**src/sv/tcw_pkg.sv**
```systemverilog
// Shared types and constants for the text console character writer.
// Used by the channel interfaces, the register file, the engine and the top level.
package tcw_pkg;

	localparam int COLUMNS_DEF = 80;
	localparam int ROWS_DEF    = 25;

	// payload field widths
	localparam int REQ_TYPE_W = 2;
	localparam int CHAR_W     = 8;
	localparam int INDEX_W    = 11;
	localparam int ROW_OUT_W  = 5;
	localparam int COL_OUT_W  = 7;
	localparam int POS_OUT_W  = 11;
	localparam int CELL_W     = 16;
	localparam int ATTR_W     = 8;
	localparam int TAB_W      = 4;

	// configuration port
	localparam int PADDR_W = 4;
	localparam int PDATA_W = 32;

	localparam logic [ATTR_W-1:0] CHAR_ATTR_RST  = 8'h0F;
	localparam logic [ATTR_W-1:0] BLANK_ATTR_RST = 8'h00;
	localparam logic [TAB_W-1:0]  TAB_STEP_RST   = 4'd4;

	localparam logic [CHAR_W-1:0] CH_NUL   = 8'h00;
	localparam logic [CHAR_W-1:0] CH_BS    = 8'h08;
	localparam logic [CHAR_W-1:0] CH_TAB   = 8'h09;
	localparam logic [CHAR_W-1:0] CH_NL    = 8'h0A;
	localparam logic [CHAR_W-1:0] CH_SPACE = 8'h20;

	typedef enum logic [REQ_TYPE_W-1:0] {
		REQ_PUT   = 2'd0,
		REQ_CLEAR = 2'd1,
		REQ_READ  = 2'd2,
		REQ_NONE  = 2'd3
	} req_type_t;

	typedef enum logic [1:0] {
		REG_CHAR_ATTR  = 2'd0,
		REG_BLANK_ATTR = 2'd1,
		REG_TAB_STEP   = 2'd2
	} reg_index_t;

	typedef struct packed {
		logic [ATTR_W-1:0] char_attr;
		logic [ATTR_W-1:0] blank_attr;
		logic [TAB_W-1:0]  tab_step;
	} cfg_t;

endpackage

```
**src/sv/tcw_cfg.sv**
```systemverilog
// APB-style register file for attribute bytes and tab step.
// Depends on tcw_pkg for the register map and the cfg_t bundle.
module tcw_cfg (
	input  logic                         clk,
	input  logic                         arst_n,
	input  logic                         psel,
	input  logic                         penable,
	input  logic                         pwrite,
	input  logic [tcw_pkg::PADDR_W-1:0]  paddr,
	input  logic [tcw_pkg::PDATA_W-1:0]  pwdata,
	output logic [tcw_pkg::PDATA_W-1:0]  prdata,
	output logic                         pready,
	output tcw_pkg::cfg_t                cfg
);

	tcw_pkg::cfg_t cfg_q;
	logic          wr_en;
	logic [1:0]    reg_idx;

	assign pready  = 1'b1;
	assign wr_en   = psel && penable && pwrite;
	assign reg_idx = paddr[3:2];
	assign cfg     = cfg_q;

	always_ff @(posedge clk or negedge arst_n) begin
		if (!arst_n) begin
			cfg_q.char_attr  <= tcw_pkg::CHAR_ATTR_RST;
			cfg_q.blank_attr <= tcw_pkg::BLANK_ATTR_RST;
			cfg_q.tab_step   <= tcw_pkg::TAB_STEP_RST;
		end else if (wr_en) begin
			unique case (reg_idx)
				tcw_pkg::REG_CHAR_ATTR:  cfg_q.char_attr  <= pwdata[7:0];
				tcw_pkg::REG_BLANK_ATTR: cfg_q.blank_attr <= pwdata[7:0];
				tcw_pkg::REG_TAB_STEP:   cfg_q.tab_step   <= pwdata[3:0];
				default: ;
			endcase
		end
	end

	always_comb begin
		prdata = '0;
		unique case (reg_idx)
			tcw_pkg::REG_CHAR_ATTR:  prdata = 32'(cfg_q.char_attr);
			tcw_pkg::REG_BLANK_ATTR: prdata = 32'(cfg_q.blank_attr);
			tcw_pkg::REG_TAB_STEP:   prdata = 32'(cfg_q.tab_step);
			default:                 prdata = '0;
		endcase
	end

endmodule

```
**config.mk**
```make
export PLATFORM = sky130hd
export DESIGN_NAME = tcw_cfg
export DESIGN_NICKNAME = d
export VERILOG_FILES = /design/src/sv/tcw_pkg.sv /design/src/sv/tcw_cfg.sv
export SDC_FILE = /design/constraint.sdc
export NUM_CORES = 1
export LEC_CHECK = 0
export CAP_MARGIN = 20
export CORE_MARGIN = 5
export CORE_UTILIZATION = 30
export DETAILED_ROUTE_END_ITERATION = 8
export DONT_BUFFER_PORTS = 1
export PLACE_DENSITY = 0.47
export SKIP_LAST_GASP = 1
export SYNTH_ARGS = -nofsm -noshare
export SYNTH_HDL_FRONTEND = slang
export SYNTH_SLANG_ARGS = --single-unit
```
**constraint.sdc**
```tcl
create_clock -name clk -period 1.3 [get_ports clk]
set_input_delay 0.13 -clock clk [delete_from_list [all_inputs] [get_ports clk]]
set_output_delay 0.13 -clock clk [all_outputs]
set_load 0.005 [all_outputs]
```
Yosys cells after proc, flatten, opt, wreduce, memory -nomap -nowiden

Index checks and enable logic that the tools add are counted.

Muxes and demuxes: 1
Equal/unequal tests: 2
Reduce and logical (&&, ||, !) cells: 6

Operator list:

| kind                                                                   | number |
|---|---|
| 8-bit one-hot mux with 3 select lines                                  | 1 |
| 2-bit AND reduction                                                    | 3 |
| 2-bit by 1-bit equality test with 1-bit output (second input constant) | 1 |
| 2-bit equality test (second input constant)                            | 1 |
| 1-bit logical AND                                                      | 2 |
| 2-bit zero test                                                        | 1 |

Register bits after elaboration: 20
Output and inout bits: 53
Input port bits: 41

Longest topological paths before layout

Gate-level depths: netlist (run 1).

Depth after elaboration: 3
Mapped depth: 4
Mapped depth without buffers: 3

Worst setup path after synthesis (run 1)

Ideal clock, no wire load.

Path type: input -> register
From: in pwrite
To: reg cfg_q, in the netlist cfg[10]
Data required time: 1.175 ns
Setup slack: 0.124 ns
Stages: 4
Library setup time: 0.125 ns
Data arrival time: 1.051 ns
Cells stage by stage: nand3_2 or3b_1 buf_6 mux2_4

Cells in the longest elaborated chain, start to end: 2

RTL lines:

| what                                 | line          | RTL |
|---|---|---|
| start, declared                      | tcw_cfg.sv:8  | `input logic pwrite,` |
| 1-bit logical AND                    | tcw_cfg.sv:21 | `assign wr_en = psel && penable && pwrite;` |
| 2-bit AND reduction (no source line) | --            |  |
| end, declared                        | tcw_cfg.sv:16 | `tcw_pkg::cfg_t cfg_q;` |

No other way between the ends.
A chain may end at the register's enable or synchronous reset.

Final worst setup path (run 1)

From: reg cfg_q, in the netlist cfg[14]
To: out prdata[2] (netlist bit)

Cells in the longest elaborated chain, start to end: 1

RTL lines:

| what                                  | line          | RTL |
|---|---|---|
| 8-bit one-hot mux with 3 select lines | tcw_cfg.sv:42 | `unique case (reg_idx)` |
| end, declared                         | tcw_cfg.sv:11 | `output logic [tcw_pkg::PDATA_W-1:0] prdata,` |

No other way between the ends.

==> results by group, run 1 <==
Outcome
  – Status: complete, no violations

Synth
  – Cells after synthesis: 95
  – Synth Register Bits: 20
  – Mapped Avg Cell Area: about 12 um^2
  – Number of flops mapped to enable cells by yosys: 0
  – Ys flop type: dfrtp_1
  – Synth async-reset ratio: between 90% and 100%
  – Library cells used by synthesis: 18
  – Syn. warnings: 0
  – Post-Syn Area: 1160 um^2
  – Sequential share of the synthesized area: a little over two fifths

Power
  – Flop pwr share: ~57%
  – NetSw: around 470 uW
  – Worst vdd ir: between 0.6 and 0.7 mV
  – Switching Fraction: 28.0%
  – Design Power: between 1500 and 2000 uW
  – Pint: around 1200 uW
  – Clock power share: 24.8%
  – P per Cell Area: about 1400 nW/um^2
  – Leakage: ~0.00057 uW
  – Comb pwr share: roughly 18%

Drt
  – 1st-pass router iterations: 2
  – Vias: approximately 660
  – Starting DRT DRC Count: 4
  – Vias/cell: 4.44
  – Routed len/inst: between 15 and 20 um
  – DRT antenna net count: 0
  – Routed WL: around 2400 um
  – DRC: 0

Critical path
  – CP Launch Type: flip-flop
  – CP Data Arrival Time: approximately 1100 ps
  – Setup CP Type: flip-flop to output pin
  – CP endpoint kind: output pin
  – CP Max Fanout: 3
  – FF-to-FF End: cfg[4]
  – Worst R2R Start: cfg[4]
  – Worst endpoint required time: about 1200 ps
  – Reg2Reg Depth: 1
  – FF-to-FF setup slack: 500 ps

GRT
  – First-pass GRT wire length: roughly 3600 um
  – Gr usage total: a little under a tenth
  – Gr ovfl total: 0
  – Initial antenna violation count: 0
  – Vias in the first global route: 704
  – Pin count of the biggest net entering global routing: 21

Finish
  – FILL cells: between 300 and 400
  – Ant diodes: 0
  – Reg area: between 500 and 600 um^2
  – Multi-input gate area: between 500 and 600 um^2
  – Nets@finish: approximately 140
  – Share of layout cells above drive strength 1: a little over a third
  – Final Instance Area: around 1200 um^2
  – Syn-to-layout area delta: 3.36%
  – Number of flip-flops in the largest register: 20

Clock network
  – Clk slew on worst S/H paths: around 70 ps
  – H-tree depth: 1
  – CTS Buffer Depth: 2
  – Setup bufs post-CTS: 0
  – Num CTS Buffers: 3
  – CTS tree: yes
  – Root Driver: clkbuf_8
  – Worst-Skew Late Latency: roughly 250 ps
  – Clock sinks: 20

Placed design
  – Dpl cell area: between 1000 and 1500 um^2
  – DPL Wire Length: ~1800 um
  – GPL Wtd Cong: around 0.65
  – Port bufs: 0

Job
  – MaxCap Viol Count: 0

Floorplan
  – Vert. Die Dim: 72.1 um
  – Initial Util: a little under a third
  – Core ar.: around 3700 um^2
  – Die ar.: between 5000 and 6000 um^2
  – Die W: approximately 72 um
  – # IOs: 94
  – Rows: 22

Min path
  – Min-Delay Endpoint: cfg[11]
  – Hold Path Cell Cnt: 1
  – Min-delay src: pwdata[7]
  – Worst hold path type: primary input to flip-flop

Timing
  – Fmax: around 830 MHz
  – RSZ-0062 raised after global routing: no
  – Period minus WS final: 1200 ps
  – Final hold vios: 0
  – Worst Clk Skew: 0 ps
  – Fin. max-slew vios: 0
  – Final worst path period share: 92.5%
  – Setup TNS: 0 ps
  – Final setup fails: 0
  – Worst Tran Pin Value: about 900 ps
  – Relative slew slack: 40.1%
[layout make-up]
type / count / share of cell area [%]
flip-flops and latches: 20 / 42.4
repair buffers: 7 / 4.61
multi-input cells: 70 / 44.2
well taps: 48 / 5.03
clock buffers: 4 / 3.77
[through the flow]
stage          setup slack, ps  hold WS (ps)  instances  utilization (%)
2_1_floorplan              124          -166        118                -
3_3_place_gp               105          -165        144             30.9
3_5_place_dp              99.9          -165        144             30.9
4_1_cts                   7.27          12.7        149             32.4
5_1_grt                   6.01          3.16        149             32.4
6_report                  98.1          14.3        149             32.4
[worst max-delay path: stages, from the launching register on]
cell and delay (ps):
dfstp_2 560, mux2i_1 70, o21ai_1 190
[synthesized netlist by cell type, drive strengths merged (2+ instances only)]
library cell  count  share of area [%]
buf              27                 18
mux2             20                 22
dfrtp            15                 32
mux2i             8                6.9
dfstp             5                 11
nand2             4                1.3
nor2              4                1.3
o21ai             4                1.7
conb              2               0.65
[worst max path at each step]
stage,startpoint,end,slack [ps]
after detailed placement,pwrite,cfg[6],100
final,cfg[14],prdata[2],100
after CTS,cfg[12],prdata[0],7
after global placement,pwrite,cfg[7],110
after floorplan,pwrite,cfg[10],120
after global routing,cfg[14],prdata[2],6
[cell families (layout without fill, tap and decap cells)]
kind of cell	count (synthesis)	in the layout	synth area share (%)
and+or+nand+nor	13	13	6.82
muxes	28	28	29.0
AOI/OAI and AO/OA	4	4	1.73
other	2	25	0.650
DFF	20	20	43.8
buffers and inverters	28	11	18.0
[routing by layer]
| metal | global-route usage [%] | vias to the layer above | share of wire (%) | wire length [um] |
|---|---|---|---|---|
| met5 | 0 | - | 0 | 0 |
| met4 | 3.13 | 0 | 2.2 | 53 |
| met3 | 5.54 | 8 | 16 | 382 |
| met2 | 15.1 | 49 | 45 | 1070 |
| met1 | 9.43 | 321 | 36 | 863 |
| li1 | - | 283 | - | - |
[layout by cell type (no fill, tap or decap), drive strengths merged]
cell type / instances
conb: 25
mux2: 20
dfrtp: 15
mux2i: 8
buf: 6
dfstp: 5
nand2: 4
o21ai: 4
nor2: 4
clkbuf: 4
nor2b: 1
nand3: 1
or3b: 1
nor3b: 1
nor3: 1
dlygate4sd3: 1
[what timing repair did]
action / 4_1_cts / 5_1_grt
hold buffers: 1 / 0
gates resized for setup: 1 / 3
hold endpoints to repair: 20 / 0
setup endpoints to repair: 1 / 3
[power groups by stage]
stage	clock network (uW)	logic, uW	registers [uW]
after global routing	453	337	979
final	414	303	951
after CTS	424	304	958
after floorplan	0	320	916
after detailed placement	0	287	970
after global placement	0	280	966
Note: power is estimated with default switching activity, not from simulation.
==> inputs of run 2 (changes only) <==
--- a/config.mk
+++ b/config.mk
@@ -5,6 +5,7 @@
 export SDC_FILE = /design/constraint.sdc
 export NUM_CORES = 1
 export LEC_CHECK = 0
+export ABC_AREA = 1
 export CAP_MARGIN = 20
 export CORE_MARGIN = 5
 export CORE_UTILIZATION = 30
==> run 2 against run 1 <==
Against the previous run: power grew 6.6%; wire length rose by 21%; die area down 0.94%.
==> results by group, run 2 <==
Synth
  – Cells after synthesis: 153 (+61%)
  – Share of the synthesized area in the top cell type: 32.8% (+0.36 points)
  – Synth area leaders: dfrtp_1 (33%), nand2_1 (29%), buf_4 (16%), dfstp_2 (11%), nor2_4 (2.0%)
  – Synth cell count leaders: nand2_1 (88), buf_4 (25), dfrtp_1 (15), dfstp_2 (5), nand3_1 (4)
  – Number of flops mapped to enable cells by yosys: 0 (unchanged)
  – Count leader, synth: nand2_1
  – Post-Syn Area: 1140 um^2 (-1.1%)
  – Ys flop type: dfrtp_1
  – Synth async-reset ratio: 100% (unchanged)
  – Sequential share of the synthesized area: 44.3% (+0.48 points)
  – Syn. warnings: 0 (unchanged)
  – Synth Register Bits: 20 (unchanged)
  – Library cells used by synthesis: 14 (-4)
  – Mapped Avg Cell Area: 7.47 um^2 (-39%)
  – Yosys top cell by area: dfrtp_1

Clock network
  – H-tree depth: 1 (unchanged)
  – CTS tree: yes
  – CTS Buffer Depth: 2 (unchanged)
  – Cts hold-fix bufs: 9 (+8)
  – Setup bufs post-CTS: 0 (unchanged)
  – Root Driver: clkbuf_8
  – Worst-Skew Late Latency: 250 ps (about the same)
  – Num CTS Buffers: 3 (unchanged)
  – Clock sinks: 20 (unchanged)
  – Post-CTS Resized: 0 (-1)
  – Clk slew on worst S/H paths: 80 ps (about the same)

Critical path
  – FF-to-FF setup slack: 560 ps (+60 ps)
  – CP Data Arrival Time: 1000 ps (-70 ps)
  – Reg2Reg Depth: 2 (+1)
  – FF-to-FF End: cfg[2]
  – Worst R2R Start: cfg[2]
  – Setup CP Type: flip-flop to output pin
  – CP Launch Type: flip-flop
  – Worst endpoint required time: 1170 ps (about the same)
  – CP Max Fanout: 3 (unchanged)
  – CP endpoint kind: output pin

Job
  – MaxCap Viol Count: 0 (unchanged)

GRT
  – Gr ovfl total: 0 (unchanged)
  – Pin count of the biggest net entering global routing: 21 (unchanged)
  – Gr usage total: 11.1% (+2.0 points)
  – Initial antenna violation count: 0 (unchanged)
  – Vias in the first global route: 893 (+27%)
  – First-pass GRT wire length: 4460 um (+23%)

Outcome
  – Status: complete, no violations

Drt
  – DRT antenna net count: 0 (unchanged)
  – Vias/cell: 4.20 (-5.3%)
  – 1st-pass router iterations: 6 (+4)
  – Starting DRT DRC Count: 20 (+16)
  – DRC: 0 (unchanged)
  – Vias: 899 (+36%)
  – Routed len/inst: 13.4 um (-16%)
  – Routed WL: 2860 um (+21%)

Timing
  – Worst Tran Pin Value: 919 ps (+23.1 ps)
  – Fmax: 882 MHz (+6.0%)
  – Final hold vios: 0 (unchanged)
  – Final setup fails: 0 (unchanged)
  – Final worst path period share: 87.2% (-5.2 points)
  – Period minus WS final: 1130 ps (-68.2 ps)
  – Worst Clk Skew: 0 ps (unchanged)
  – Fin. max-slew vios: 0 (unchanged)
  – RSZ-0062 raised after global routing: no
  – Setup TNS: 0 ps (unchanged)
  – Relative slew slack: 38.5% (-1.5 points)

Power
  – Leakage: 0.000700 uW (+22%)
  – Worst vdd ir: 1.01 mV (+49%)
  – P per Cell Area: 1390 nW/um^2 (-0.58%)

Min path
  – Worst hold path type: primary input to flip-flop
  – Hold Path Cell Cnt: 4 (+3)
  – Min-Delay Endpoint: cfg[2]
  – Min-delay src: paddr[3]

Finish
  – Share of layout cells above drive strength 1: 12.0% (-24 points)
  – Final Instance Area: 1280 um^2 (+7.2%)
  – Ant diodes: 0 (unchanged)
  – FILL cells: 404 (+7.7%)
  – Most frequent cells in the layout: nand2_1 (88), conb_1 (25), dfrtp_1 (15), dlygate4sd3_1 (10), dfstp_2 (5)
  – Number of flip-flops in the largest register: 20 (unchanged)
  – Nets@finish: 208 (+45%)
  – Syn-to-layout area delta: 12.0%
  – Most common cell after layout, fill and taps aside: nand2_1

Placed design
  – DPL Wire Length: 2200 um (+22%)
  – GPL Wtd Cong: 0.716 (+9.9%)
  – Dpl cell area: 1110 um^2 (-2.6%)
  – Port bufs: 0 (unchanged)

Floorplan
  – Die W: 71.7 um (-0.47%)
  – Core ar.: 3690 um^2 (unchanged)
  – Rows: 22 (unchanged)
  – Initial Util: 31.0% (-0.34 points)
  – Vert. Die Dim: 71.7 um (-0.47%)
  – Die ar.: 5150 um^2 (-0.94%)
  – # IOs: 94 (unchanged)
-- run 2: cell count changes after synthesis, moves of 3 or more --
cell and change:
mux2_4 -8, mux2_2 -12, mux2i_1 -8, nand2_1 +84, nand3_1 +4, o21ai_0 -4, nor2_1 -3, inv_1 +3
-- run 2: per-layer routing --
metal	vias to the layer above	routed length [um]	GRT usage (%)
li1	435	-	-
met1	418	1160	13.7
met2	46	1360	18.9
met3	0	335	3.37
met4	0	0	2.51
met5	-	0	0
-- run 2: area by class of cell --
cell class | instances | area (um^2) | share of cell area, %
clock buffer | 3 | 41.3 | 3.22
tap | 48 | 60.1 | 4.69
clock inverter | 1 | 30.0 | 2.34
inverter | 5 | 18.8 | 1.46
timing repair buffer | 11 | 108 | 8.40
sequential | 20 | 507 | 39.6
multi-input combinational | 126 | 517 | 40.3
-- run 2: how the worst max path moves through the flow --
stage | from | to | slack (ps)
after floorplan | cfg[12] | prdata[0] | 500
after global placement | pwrite | cfg[10] | 420
after detailed placement | pwrite | cfg[11] | 400
after CTS | cfg[12] | prdata[0] | 140
after global routing | cfg[12] | prdata[0] | 110
final | cfg[12] | prdata[0] | 170
-- run 2: kinds of logic (layout without fill, tap and decap cells) --
| group | Yosys count | after routing | share of synthesized area, % |
|---|---|---|---|
| AND/OR/NAND/NOR | 101 | 101 | 37.0 |
| buffers and inverters | 30 | 20 | 18.1 |
| flip-flops | 20 | 20 | 44.3 |
| other | 2 | 25 | 0.657 |
-- run 2: through the flow --
stage | std cells | power, uW | setup WS (ps) | hold WS [ps] | utilization, %
6_report | 214 | 1780 | 166 | 130 | 34.7
3_5_place_dp | 200 | 1150 | 403 | -165 | 30.1
3_3_place_gp | 200 | 1140 | 422 | -165 | 30.1
2_1_floorplan | 176 | 1120 | 498 | -166 | -
5_1_grt | 214 | 1900 | 113 | 162 | 34.7
4_1_cts | 213 | 1800 | 143 | 0.308 | 34.5
-- run 2: power by group --
group / internal [uW] / leakage, uW / switching (uW) / total, uW
combinational: 94.9 / 0.000421 / 160 / 255
sequential: 774 / 0.000243 / 140 / 914
clock: 411 / 0.0000357 / 198 / 609
total: 1280 / 0.000700 / 498 / 1780
-- run 2: critical path, stage by stage (launching register included) --
cell and delay (ps):
dfstp_2 570, nand2_1 60, nand3_1 120
