==> src/sv/tcw_pkg.sv <==
// Shared types and constants for the text console character writer.
// Used by the channel interfaces, the register file, the engine and the top level.
package tcw_pkg;

	localparam int COLUMNS_DEF = 80;
	localparam int ROWS_DEF    = 25;

	// payload field widths
	localparam int REQ_TYPE_W = 2;
	localparam int CHAR_W     = 8;
	localparam int INDEX_W    = 11;
	localparam int ROW_OUT_W  = 5;
	localparam int COL_OUT_W  = 7;
	localparam int POS_OUT_W  = 11;
	localparam int CELL_W     = 16;
	localparam int ATTR_W     = 8;
	localparam int TAB_W      = 4;

	// configuration port
	localparam int PADDR_W = 4;
	localparam int PDATA_W = 32;

	localparam logic [ATTR_W-1:0] CHAR_ATTR_RST  = 8'h0F;
	localparam logic [ATTR_W-1:0] BLANK_ATTR_RST = 8'h00;
	localparam logic [TAB_W-1:0]  TAB_STEP_RST   = 4'd4;

	localparam logic [CHAR_W-1:0] CH_NUL   = 8'h00;
	localparam logic [CHAR_W-1:0] CH_BS    = 8'h08;
	localparam logic [CHAR_W-1:0] CH_TAB   = 8'h09;
	localparam logic [CHAR_W-1:0] CH_NL    = 8'h0A;
	localparam logic [CHAR_W-1:0] CH_SPACE = 8'h20;

	typedef enum logic [REQ_TYPE_W-1:0] {
		REQ_PUT   = 2'd0,
		REQ_CLEAR = 2'd1,
		REQ_READ  = 2'd2,
		REQ_NONE  = 2'd3
	} req_type_t;

	typedef enum logic [1:0] {
		REG_CHAR_ATTR  = 2'd0,
		REG_BLANK_ATTR = 2'd1,
		REG_TAB_STEP   = 2'd2
	} reg_index_t;

	typedef struct packed {
		logic [ATTR_W-1:0] char_attr;
		logic [ATTR_W-1:0] blank_attr;
		logic [TAB_W-1:0]  tab_step;
	} cfg_t;

endpackage

==> src/sv/tcw_req_if.sv <==
// Request channel: valid/ready handshake with the request payload.
// Depends on tcw_pkg for field widths.
interface tcw_req_if;
	logic                           valid;
	logic                           ready;
	logic [tcw_pkg::REQ_TYPE_W-1:0] req_type;
	logic [tcw_pkg::CHAR_W-1:0]     char_code;
	logic [tcw_pkg::INDEX_W-1:0]    cell_index;

	modport source(output valid, req_type, char_code, cell_index, input ready);
	modport sink(input valid, req_type, char_code, cell_index, output ready);
endinterface

==> src/sv/tcw_rsp_if.sv <==
// Result channel: valid/ready handshake with cursor, cell data and scroll flag.
// Depends on tcw_pkg for field widths.
interface tcw_rsp_if;
	logic                          valid;
	logic                          ready;
	logic [tcw_pkg::ROW_OUT_W-1:0] cursor_row;
	logic [tcw_pkg::COL_OUT_W-1:0] cursor_col;
	logic [tcw_pkg::POS_OUT_W-1:0] cursor_pos;
	logic [tcw_pkg::CELL_W-1:0]    cell_data;
	logic                          scrolled;

	modport source(output valid, cursor_row, cursor_col, cursor_pos, cell_data, scrolled,
		input ready);
	modport sink(input valid, cursor_row, cursor_col, cursor_pos, cell_data, scrolled,
		output ready);
endinterface

==> src/sv/tcw_engine.sv <==
// Cursor state, request decode and cell-buffer sequencer (fill, scroll, read).
// Depends on tcw_pkg, tcw_req_if, tcw_rsp_if; drives the ports of one tcw_ram.
module tcw_engine #(
	parameter int COLUMNS = tcw_pkg::COLUMNS_DEF,
	parameter int ROWS    = tcw_pkg::ROWS_DEF,
	localparam int CELLS  = ROWS * COLUMNS,
	localparam int AW     = $clog2(CELLS)
) (
	input  logic                        clk,
	input  logic                        arst_n,
	input  tcw_pkg::cfg_t               cfg,
	tcw_req_if.sink                     req,
	tcw_rsp_if.source                   rsp,
	output logic                        mem_we,
	output logic [AW-1:0]               mem_waddr,
	output logic [tcw_pkg::CELL_W-1:0]  mem_wdata,
	output logic                        mem_re,
	output logic [AW-1:0]               mem_raddr,
	input  logic [tcw_pkg::CELL_W-1:0]  mem_rdata
);

	localparam int RW    = $clog2(ROWS);
	localparam int CW    = $clog2(COLUMNS);
	localparam int NCOPY = (ROWS - 1) * COLUMNS;

	typedef enum logic [4:0] {
		ST_IDLE   = 5'b00001,
		ST_RESP   = 5'b00010,
		ST_FILL   = 5'b00100,
		ST_SCRD   = 5'b01000,
		ST_SCROLL = 5'b10000
	} state_t;

	state_t          state_q;
	logic [RW-1:0]   row_q;
	logic [CW-1:0]   col_q;
	logic [AW-1:0]   base_q;   // row_q * COLUMNS
	logic [AW-1:0]   pos_q;    // base_q + col_q
	logic [AW-1:0]   cnt_q;
	logic            init_q;
	logic            scr_q;
	logic            rd_ok_q;

	logic                          rsp_valid_q;
	logic [tcw_pkg::ROW_OUT_W-1:0] rsp_row_q;
	logic [tcw_pkg::COL_OUT_W-1:0] rsp_col_q;
	logic [tcw_pkg::POS_OUT_W-1:0] rsp_pos_q;
	logic [tcw_pkg::CELL_W-1:0]    rsp_cell_q;
	logic                          rsp_scr_q;

	logic                      acc;
	logic                      out_free;
	logic                      in_range;
	logic                      last_row;
	logic                      tab_over;
	logic                      do_nl;
	logic                      go_scroll;
	logic                      wr_en;
	logic [AW-1:0]             wr_addr;
	logic [tcw_pkg::CHAR_W-1:0] wr_char;
	logic [RW-1:0]             nxt_row;
	logic [CW-1:0]             nxt_col;
	logic [AW-1:0]             nxt_base;
	logic [AW-1:0]             nxt_pos;
	logic [tcw_pkg::CHAR_W-1:0] ch;
	logic                      cnt_last;
	logic [tcw_pkg::ATTR_W-1:0] fill_attr;

	assign req.ready = (state_q == ST_IDLE);
	assign acc       = req.valid && req.ready;
	assign out_free  = !rsp_valid_q || rsp.ready;
	assign in_range  = 32'(req.cell_index) < 32'(CELLS);
	assign last_row  = (row_q == RW'(ROWS - 1));
	assign tab_over  = (8'(col_q) + 8'(cfg.tab_step)) >= 8'(COLUMNS);
	assign ch        = req.char_code;
	assign cnt_last  = (cnt_q == AW'(CELLS - 1));
	// reset contents are spaces with attribute zero, whatever blank_attr says
	assign fill_attr = init_q ? tcw_pkg::BLANK_ATTR_RST : cfg.blank_attr;

	// put-character decode: next cursor and optional cell write
	always_comb begin
		do_nl     = 1'b0;
		go_scroll = 1'b0;
		wr_en     = 1'b0;
		wr_addr   = pos_q;
		wr_char   = ch;
		nxt_row   = row_q;
		nxt_col   = col_q;
		nxt_base  = base_q;
		nxt_pos   = pos_q;
		priority if (ch == tcw_pkg::CH_NUL) begin
		end else if (ch == tcw_pkg::CH_NL) begin
			do_nl = 1'b1;
		end else if (ch == tcw_pkg::CH_TAB) begin
			if (tab_over) begin
				do_nl = 1'b1;
			end else begin
				nxt_col = col_q + CW'(cfg.tab_step);
				nxt_pos = pos_q + AW'(cfg.tab_step);
			end
		end else if (ch == tcw_pkg::CH_BS) begin
			if (pos_q != '0) begin
				wr_en   = 1'b1;
				wr_addr = pos_q - AW'(1);
				wr_char = tcw_pkg::CH_SPACE;
				nxt_pos = pos_q - AW'(1);
				if (col_q != '0) begin
					nxt_col = col_q - CW'(1);
				end else begin
					nxt_row  = row_q - RW'(1);
					nxt_col  = CW'(COLUMNS - 1);
					nxt_base = base_q - AW'(COLUMNS);
				end
			end
		end else begin
			wr_en = 1'b1;
			if (col_q == CW'(COLUMNS - 1)) begin
				do_nl = 1'b1;
			end else begin
				nxt_col = col_q + CW'(1);
				nxt_pos = pos_q + AW'(1);
			end
		end
		if (do_nl) begin
			nxt_col = '0;
			if (last_row) begin
				go_scroll = 1'b1;
				nxt_pos   = base_q;
			end else begin
				nxt_row  = row_q + RW'(1);
				nxt_base = base_q + AW'(COLUMNS);
				nxt_pos  = base_q + AW'(COLUMNS);
			end
		end
	end

	// buffer port control
	always_comb begin
		mem_we    = 1'b0;
		mem_waddr = cnt_q;
		mem_wdata = {fill_attr, tcw_pkg::CH_SPACE};
		mem_re    = 1'b0;
		mem_raddr = cnt_q + AW'(COLUMNS + 1);
		unique case (state_q)
			ST_IDLE: begin
				if (acc && req.req_type == tcw_pkg::REQ_PUT) begin
					mem_we    = wr_en;
					mem_waddr = wr_addr;
					mem_wdata = {cfg.char_attr, wr_char};
				end
				if (acc && req.req_type == tcw_pkg::REQ_READ && in_range) begin
					mem_re    = 1'b1;
					mem_raddr = AW'(req.cell_index);
				end
			end
			ST_FILL: begin
				mem_we = 1'b1;
			end
			ST_SCRD: begin
				mem_re    = 1'b1;
				mem_raddr = AW'(COLUMNS);
			end
			ST_SCROLL: begin
				// read runs one row and one cell ahead of the write
				mem_we    = 1'b1;
				mem_wdata = (cnt_q < AW'(NCOPY)) ? mem_rdata
					: {cfg.blank_attr, tcw_pkg::CH_SPACE};
				mem_re    = cnt_q < AW'(NCOPY - 1);
			end
			ST_RESP: begin
			end
			default: begin
			end
		endcase
	end

	always_ff @(posedge clk or negedge arst_n) begin
		if (!arst_n) begin
			state_q <= ST_FILL;
			init_q  <= 1'b1;
			cnt_q   <= '0;
			row_q   <= '0;
			col_q   <= '0;
			base_q  <= '0;
			pos_q   <= '0;
			scr_q   <= 1'b0;
			rd_ok_q <= 1'b0;
		end else begin
			unique case (state_q)
				ST_IDLE: begin
					if (acc) begin
						scr_q   <= 1'b0;
						rd_ok_q <= 1'b0;
						cnt_q   <= '0;
						state_q <= ST_RESP;
						unique case (req.req_type)
							tcw_pkg::REQ_PUT: begin
								row_q  <= nxt_row;
								col_q  <= nxt_col;
								base_q <= nxt_base;
								pos_q  <= nxt_pos;
								scr_q  <= go_scroll;
								if (go_scroll) begin
									state_q <= ST_SCRD;
								end
							end
							tcw_pkg::REQ_CLEAR: begin
								row_q   <= '0;
								col_q   <= '0;
								base_q  <= '0;
								pos_q   <= '0;
								state_q <= ST_FILL;
							end
							tcw_pkg::REQ_READ: begin
								rd_ok_q <= in_range;
							end
							tcw_pkg::REQ_NONE: begin
							end
							default: begin
							end
						endcase
					end
				end
				ST_FILL: begin
					cnt_q <= cnt_q + AW'(1);
					if (cnt_last) begin
						init_q  <= 1'b0;
						state_q <= init_q ? ST_IDLE : ST_RESP;
					end
				end
				ST_SCRD: begin
					state_q <= ST_SCROLL;
				end
				ST_SCROLL: begin
					cnt_q <= cnt_q + AW'(1);
					if (cnt_last) begin
						state_q <= ST_RESP;
					end
				end
				ST_RESP: begin
					if (out_free) begin
						state_q <= ST_IDLE;
					end
				end
				default: begin
					state_q <= ST_IDLE;
				end
			endcase
		end
	end

	// output register
	always_ff @(posedge clk or negedge arst_n) begin
		if (!arst_n) begin
			rsp_valid_q <= 1'b0;
		end else if (state_q == ST_RESP && out_free) begin
			rsp_valid_q <= 1'b1;
		end else if (rsp.ready) begin
			rsp_valid_q <= 1'b0;
		end
	end

	always_ff @(posedge clk) begin
		if (state_q == ST_RESP && out_free) begin
			rsp_row_q  <= tcw_pkg::ROW_OUT_W'(row_q);
			rsp_col_q  <= tcw_pkg::COL_OUT_W'(col_q);
			rsp_pos_q  <= tcw_pkg::POS_OUT_W'(pos_q);
			rsp_cell_q <= rd_ok_q ? mem_rdata : '0;
			rsp_scr_q  <= scr_q;
		end
	end

	assign rsp.valid      = rsp_valid_q;
	assign rsp.cursor_row = rsp_row_q;
	assign rsp.cursor_col = rsp_col_q;
	assign rsp.cursor_pos = rsp_pos_q;
	assign rsp.cell_data  = rsp_cell_q;
	assign rsp.scrolled   = rsp_scr_q;

`ifndef SYNTHESIS
	a_pos_consistent: assert property (@(posedge clk) disable iff (!arst_n)
		pos_q == base_q + AW'(col_q))
		else $error("cursor position out of step with row base and column");

	a_cursor_range: assert property (@(posedge clk) disable iff (!arst_n)
		col_q <= CW'(COLUMNS - 1) && row_q <= RW'(ROWS - 1))
		else $error("cursor outside the buffer");

	a_no_rw_collision: assert property (@(posedge clk) disable iff (!arst_n)
		!(mem_we && mem_re && mem_waddr == mem_raddr))
		else $error("read and write to the same cell in one cycle");

	a_scroll_cursor: assert property (@(posedge clk) disable iff (!arst_n)
		rsp_valid_q && rsp_scr_q |->
			rsp_row_q == tcw_pkg::ROW_OUT_W'(ROWS - 1) && rsp_col_q == '0)
		else $error("scroll result without cursor at start of bottom row");

	a_ready_after_resp: assert property (@(posedge clk) disable iff (!arst_n)
		state_q == ST_RESP && out_free |=> req.ready && rsp_valid_q)
		else $error("result load did not free the request side");
`endif

endmodule

==> src/flat_wrapper.sv <==
// flat-port wrapper written by rule: the top's interface ports become plain ports
module tcw_engine_flat 
#(
	parameter int COLUMNS = tcw_pkg::COLUMNS_DEF,
	parameter int ROWS    = tcw_pkg::ROWS_DEF,
	localparam int CELLS  = ROWS * COLUMNS,
	localparam int AW     = $clog2(CELLS)
)
  (clk, arst_n, cfg, mem_we, mem_waddr, mem_wdata, mem_re, mem_raddr, mem_rdata, req_valid, req_req_type, req_char_code, req_cell_index, req_ready, rsp_valid, rsp_cursor_row, rsp_cursor_col, rsp_cursor_pos, rsp_cell_data, rsp_scrolled, rsp_ready);
  tcw_req_if req_i ();
  tcw_rsp_if rsp_i ();
  input  logic clk;
  input  logic arst_n;
  input  tcw_pkg::cfg_t cfg;
  output logic mem_we;
  output logic [AW-1:0] mem_waddr;
  output logic [tcw_pkg::CELL_W-1:0] mem_wdata;
  output logic mem_re;
  output logic [AW-1:0] mem_raddr;
  input  logic [tcw_pkg::CELL_W-1:0] mem_rdata;
  input wire logic [$bits(req_i.valid)-1:0] req_valid;
  input wire logic [$bits(req_i.req_type)-1:0] req_req_type;
  input wire logic [$bits(req_i.char_code)-1:0] req_char_code;
  input wire logic [$bits(req_i.cell_index)-1:0] req_cell_index;
  output wire logic [$bits(req_i.ready)-1:0] req_ready;
  output wire logic [$bits(rsp_i.valid)-1:0] rsp_valid;
  output wire logic [$bits(rsp_i.cursor_row)-1:0] rsp_cursor_row;
  output wire logic [$bits(rsp_i.cursor_col)-1:0] rsp_cursor_col;
  output wire logic [$bits(rsp_i.cursor_pos)-1:0] rsp_cursor_pos;
  output wire logic [$bits(rsp_i.cell_data)-1:0] rsp_cell_data;
  output wire logic [$bits(rsp_i.scrolled)-1:0] rsp_scrolled;
  input wire logic [$bits(rsp_i.ready)-1:0] rsp_ready;
  assign req_i.valid = req_valid;
  assign req_i.req_type = req_req_type;
  assign req_i.char_code = req_char_code;
  assign req_i.cell_index = req_cell_index;
  assign req_ready = req_i.ready;
  assign rsp_valid = rsp_i.valid;
  assign rsp_cursor_row = rsp_i.cursor_row;
  assign rsp_cursor_col = rsp_i.cursor_col;
  assign rsp_cursor_pos = rsp_i.cursor_pos;
  assign rsp_cell_data = rsp_i.cell_data;
  assign rsp_scrolled = rsp_i.scrolled;
  assign rsp_i.ready = rsp_ready;
  tcw_engine #(.COLUMNS(COLUMNS), .ROWS(ROWS)) u_core (.clk(clk), .arst_n(arst_n), .cfg(cfg), .req(req_i), .rsp(rsp_i), .mem_we(mem_we), .mem_waddr(mem_waddr), .mem_wdata(mem_wdata), .mem_re(mem_re), .mem_raddr(mem_raddr), .mem_rdata(mem_rdata));
endmodule
==> config.mk <==
export PLATFORM = sky130hd
export DESIGN_NAME = tcw_engine_flat
export DESIGN_NICKNAME = d
export VERILOG_FILES = /design/src/sv/tcw_pkg.sv /design/src/sv/tcw_req_if.sv /design/src/sv/tcw_rsp_if.sv /design/src/sv/tcw_engine.sv /design/src/flat_wrapper.sv
export SDC_FILE = /design/constraint.sdc
export NUM_CORES = 1
export LEC_CHECK = 0
export BUFFER_PORTS_ARGS = -buffer_cell sky130_fd_sc_hd__buf_2
export CORE_ASPECT_RATIO = 0.8
export CORE_UTILIZATION = 40
export CTS_BUF_LIST = sky130_fd_sc_hd__clkbuf_2
export CTS_CLUSTER_SIZE = 12
export DETAILED_ROUTE_END_ITERATION = 10
export PLACE_DENSITY = 0.63
export SETUP_SLACK_MARGIN = 0.05
export SYNTH_ARGS = -nofsm -noshare
export SYNTH_HDL_FRONTEND = slang
export SYNTH_SLANG_ARGS = --single-unit
==> constraint.sdc <==
create_clock -name clk -period 6.9 [get_ports clk]
set_input_delay 0 -clock clk [delete_from_list [all_inputs] [get_ports clk]]
set_output_delay 0 -clock clk [all_outputs]
set_load 0.005 [all_outputs]
; ---- Word level (Yosys, flattened, before mapping)
; Cells that the tools add are included.
[word_totals]
regBits = 94
inputBits = 61
out_inout_bits = 82
wordCells = 162
[op_classes]
n_addsub = 13
magnitude_cmp = 4
n_eq_ne = 22
muxes = 86
n_reduce_logical = 22
[op_table]
columns = cell, count
row1 = $mux W11, 25
row2 = $pmux W11 S2, 4
row3 = $mux W7, 9
row4 = $mux W5, 12
row5 = $mux W8, 6
row6 = $lt A11 B11 Y1 const B, 3
row7 = $mux W16, 2
row8 = $pmux W16 S2, 1
row9 = $pmux W5 S5, 1
row10 = $eq A8 B4 Y1 const B, 3
row11 = $add A11 B1 Y11 const B, 2
row12 = $add A11 B7 Y11 const B, 2
row13 = $pmux W5 S2, 2
row14 = $mux W1, 19
row15 = $pmux W7 S2, 1
row16 = $add A11 B4 Y11, 1
row17 = $eq A11 B11 Y1 const B, 1
row18 = $reduce_bool A11 Y1, 1
row19 = $sub A11 B1 Y11 const B, 1
row20 = $sub A11 B7 Y11 const B, 1
row21 = $eq A5 B5 Y1 const B, 2
row22 = $add A7 B4 Y8, 1
row23 = $ge A8 B7 Y1 const B, 1
row24 = $logic_not A8 Y1, 1
row25 = other kinds (34), 45

; ---- Depth between registers and ports, before layout
[logic_depth]
ltp_word = 11
depth_mapped = 11
depth_no_buf = 10

; ---- Worst setup path after synthesis
; OpenSTA, ideal clock, no wires.
[synth_path]
path_kind = register to register
start = register u_core.state_q[3]
end = register u_core.rsp_cell_q, in the netlist u_core.rsp.cell_data[0], enable pin
setup_ns = 0.438
arrival_time_ns = 2.384
required_ns = 6.462
setup_slack_ns = 4.077
stages_incl_launch_ff = 4
n_path_buf = 0
synth_period_minus_slack_ns = 2.823
path_cell_list = dfrtp_1 -> nor2_1 -> nand3_1 -> nor2_1
[synth_between]
elab_chain_cells = 2
[synth_lines]
columns = element, line
row1 = from (decl), tcw_engine.sv:34  ; state_t state_q;
row2 = from (signal assigned), tcw_engine.sv:228  ; state_q <= init_q ? ST_IDLE : ST_RESP;
row3 = $eq A5 B2 Y1, tcw_engine.sv:264  ; if (state_q == ST_RESP && out_free) begin
row4 = $logic_and A1 B1 Y1, tcw_engine.sv:264
row5 = to (signal assigned), tcw_engine.sv:268  ; rsp_cell_q <= rd_ok_q ? mem_rdata : '0;
row6 = to (decl), tcw_engine.sv:48  ; logic [tcw_pkg::CELL_W-1:0] rsp_cell_q;
; No other way between the ends.
; A chain may end at the register's enable or synchronous reset.

; ---- Final worst setup path
[layout_path]
start = register u_core.state_q[3]
end = output mem_wdata[13] in the netlist's numbering
[layout_between]
elab_chain_cells = 5
elab_cells_between_ends = 6
classes_between = eq/ne (2) / mux (2) / reduce/logical (2)
[layout_lines]
columns = element, line
row1 = $eq A5 B1 Y1, "tcw_engine.sv:69, tcw_engine.sv:144"
row2 = $logic_and A1 B1 Y1, tcw_engine.sv:70  ; assign acc = req.valid && req.ready;
row3 = $logic_and A1 B1 Y1, tcw_engine.sv:146  ; if (acc && req.req_type == tcw_pkg::REQ_PUT) begin
row4 = $mux W16, tcw_engine.sv:146
row5 = $pmux W16 S2 *, tcw_engine.sv:144  ; unique case (state_q)
row6 = to (decl), flat_wrapper.sv:17  ; output logic [tcw_pkg::CELL_W-1:0] mem_wdata;
; Every way passes the cells marked *; elsewhere a longest branch is shown, timed or not.

==> flow_summary.yaml <==
status:
  status: "finished, final reports clean"
setup_path:
  path_class: "flop to primary output"
  crit_arrival_ns: 3.48
  r2r-start: "u_core.col_q[0]"
  cpPeakStageDelay_ns: 0.86
  path_cells: "nor2_1, nand4_1, or3_1, nand2_1, o22ai_1, a222oi_1, inv_1, buf_2"
  rr_endpoint: "u_core.state_q[1]"
  cp_slowest_cell: "or3_1"
  path_delay_family: "simple AND/OR/NAND/NOR gates"
  worst-path-max-fanout: 28
  endpoint_kind: "primary output"
  r2r_slack_ns: 3.43
  reg2reg_depth: 12
  worstSetupStartpointType: "flop"
  cp.required_ns: 6.90
  cp.buffers_inverters: 2
grt:
  grt_use_total_pct: 23.9
  antenna_found_initial: 0
  globalRouteOverflowTotal: 0
  first_global_vias: 5448
  grt_max_degree: 51
  grt_pass1_wl_um: 30100
sta:
  worst_clock_skew_ns: 0.0403
  setup_viol: 0
  max_freq_ghz: 0.287
  slew_violations: 0
  timing_hold_violations_final: 0
  tightestPinTransition_ns: 0.999
  period_needed_ns: 3.48
  slew_headroom_pct: 33.0
  rsz0062_at_grt: "no"
  fin_ws_ns: 3.42
  finalCritPeriodShare_pct: 50.5
  fin_setup_tns_ns: 0
drt:
  drt_iter0_drc: 543
  drc: 0
  drt_wl_total_um: 20000
  via_per_inst: 5.79
  first_pass_iters: 5
  ant_nets: 0
  vias: 6419
  wire_per_inst_um: 18.0
placement:
  gp_congestion: 0.931
  pre_cts_ws_ns: 3.55
  dp_hpwl_um: 14400
  io_buffers: 142
finish:
  multi_input_area_um2: 3680
  layout_common_cells: "142 x buf_2, 74 x nand2_1, 67 x o21ai_0"
  ff_latch_area_um2: 2450
  layout-drive-gt1-share_pct: 20.8
  layout_commonest_cell: "buf_2"
  utilization_pct: 48.6
  fillers: 1542
  num-nets-final: 970
  n_antenna_cell: 0
  syn_to_final_growth_pct: 18.7
synth:
  synth_edf_count: 40
  yosysSeqAreaShare_pct: 37.9
  syn-num-nets: 839
  ys_ff_latch: 90
  synth_cell_type_count: 77
  synthFlopType: "dfrtp_1"
  synth_top_area_share_pct: 18.6
  yosysWarnings: 0
  avgSynthCellArea_um2: 8.53
  post-synth-top-area-cell: "dfrtp_1"
  synthTopCellsByArea: "dfrtp_1 19%, edfxtp_1 19%, o21ai_0 5.2%, nand2_1 4.3%, nor2_1 3.5%"
  syn_area_um2: 6470
  ys_async_sr_fraction_pct: 55.6
  netlist_instances: 758
floorplanning:
  die_w_um: 144
  std_cell_rows: 41
  pin_count: 143
  start_util_pct: 40.9
  core_um2: 15800
  dieArea_um2: 16700
  die_h_um: 116
worst_hold_path:
  worstHoldPathCells: 5
  worstHoldPathType: "input pin to flop"
  whs_endpoint: "u_core.rd_ok_q"
  worstHoldStart: "req_cell_index[4]"
pwr:
  power_leakage_nw: 3.20
  power.total_mw: 1.67
  vdd_drop_max_mv: 0.131
  power.density_nw_per_um2: 218
cts:
  clockBufferDepth: 2
  htreeDepth: 3
  post-cts-setup-buffers: 0
  root_buffer: "clkbuf_2"
  path_clk_slew_ns: 0.28
  clock_latency_ns: 0.63
  cts_tree: "done"
  cts_resized: 0
  cts_made_buffers: 9
  clkSinkCount: 90
  cts_hold_buf: 28
run:
  cap_violations: 0
[power breakdown]
| part | internal, mW | leakage, nW | switching [mW] |
|---|---|---|---|
| sequential | 0.640 | 0.991 | 0.118 |
| clock | 0.0873 | 0.0775 | 0.200 |
| combinational | 0.268 | 2.14 | 0.357 |
| total | 0.996 | 3.20 | 0.675 |
[routing by layer]
metal	vias to the layer above	GRT usage, %	wire length (um)
met3	23	4.46	1490
met1	3037	34.9	9570
met5	-	0	0
met4	0	6.88	331
met2	292	35.9	8590
li1	3067	-	-
[through the flow]
| stage | instance area (um2) | cells | hold slack, ns |
|---|---|---|---|
| CTS | 7680 | 1109 | 0.0122 |
| detailed placement | 7280 | 1065 | 0.184 |
| global route | 7680 | 1109 | 0.0252 |
| floorplan | 6470 | 758 | -0.296 |
| global placement | 7280 | 1065 | 0.171 |
| finish | 7680 | 1109 | 0.0428 |
[worst min-delay path, delay by kind of cell]
kind	cells	cell delay, ns
AOI/OAI and AO/OA	3	0.44
and+or+nand+nor	1	0.15
buffers and inverters	1	0.08
[worst max-delay path by stage]
| stage | to | depth (start not counted) | slack [ns] | from |
|---|---|---|---|---|
| after floorplan | u_core.rsp.cell_data[0] | 3 | 4.08 | u_core.state_q[3] |
| after global placement | u_core.base_q[4] | 11 | 3.63 | u_core.col_q[0] |
| after detailed placement | u_core.base_q[4] | 11 | 3.55 | u_core.col_q[0] |
| after CTS | mem_wdata[13] | 8 | 3.40 | u_core.state_q[3] |
| after global routing | u_core.state_q[1] | 12 | 3.10 | u_core.col_q[0] |
| final | mem_wdata[13] | 8 | 3.42 | u_core.state_q[3] |
[synth_stat cells, drive strengths merged (7+ instances only)]
| cell type | instances |
|---|---|
| o21ai | 70 |
| or3 | 7 |
| nor2 | 63 |
| and2 | 22 |
| edfxtp | 40 |
| nor3b | 8 |
| a22o | 8 |
| clkbuf | 44 |
| a221o | 7 |
| nor4 | 12 |
| a21o | 7 |
| nand2b | 7 |
| buf | 12 |
| o31ai | 7 |
| o22ai | 13 |
| and3 | 10 |
| inv | 31 |
| nand3 | 25 |
| mux2i | 9 |
| o21a | 8 |
| a22oi | 8 |
| xnor2 | 16 |
| nor3 | 27 |
| a21oi | 38 |
| ha | 18 |
| o41ai | 7 |
| dfrtp | 48 |
| nand4 | 12 |
| nand2 | 74 |
| xor2 | 10 |
| nor2b | 9 |
[cells by family (layout without fill, tap and decap cells)]
family | count (synthesis) | after routing | share of synthesized area (%)
buffers and inverters | 89 | 225 | 5.47
and+or+nand+nor | 293 | 293 | 23.5
AOI/OAI and AO/OA | 230 | 230 | 23.8
xor gates and xnor gates | 26 | 26 | 3.52
muxes | 10 | 10 | 1.57
DFF | 90 | 90 | 37.9
adders and majority gates | 20 | 20 | 4.10
[layout make-up]
class / count / area share [%]
sequential: 90 / 32.0
timing repair buffer: 177 / 13.6
clock buffer: 10 / 0.652
clock inverter: 6 / 0.831
inverter: 32 / 1.56
multi-input combinational: 579 / 47.9
tap: 215 / 3.50
[sequential cells by signal, indices dropped and copies added, names as in the netlist]
register	count
u_core.rsp.cell_data	16
u_core.cnt_q	11
u_core.pos_q	11
u_core.rsp.cursor_pos	11
u_core.base_q	7
u_core.col_q	7
u_core.rsp.cursor_col	7
u_core.row_q	5
u_core.rsp.cursor_row	5
u_core.state_q	5
u_core.init_q	1
u_core.rd_ok_q	1
u_core.rsp.scrolled	1
u_core.rsp.valid	1
u_core.scr_q	1
No activity file was read; power rests on OpenSTA's default activity.
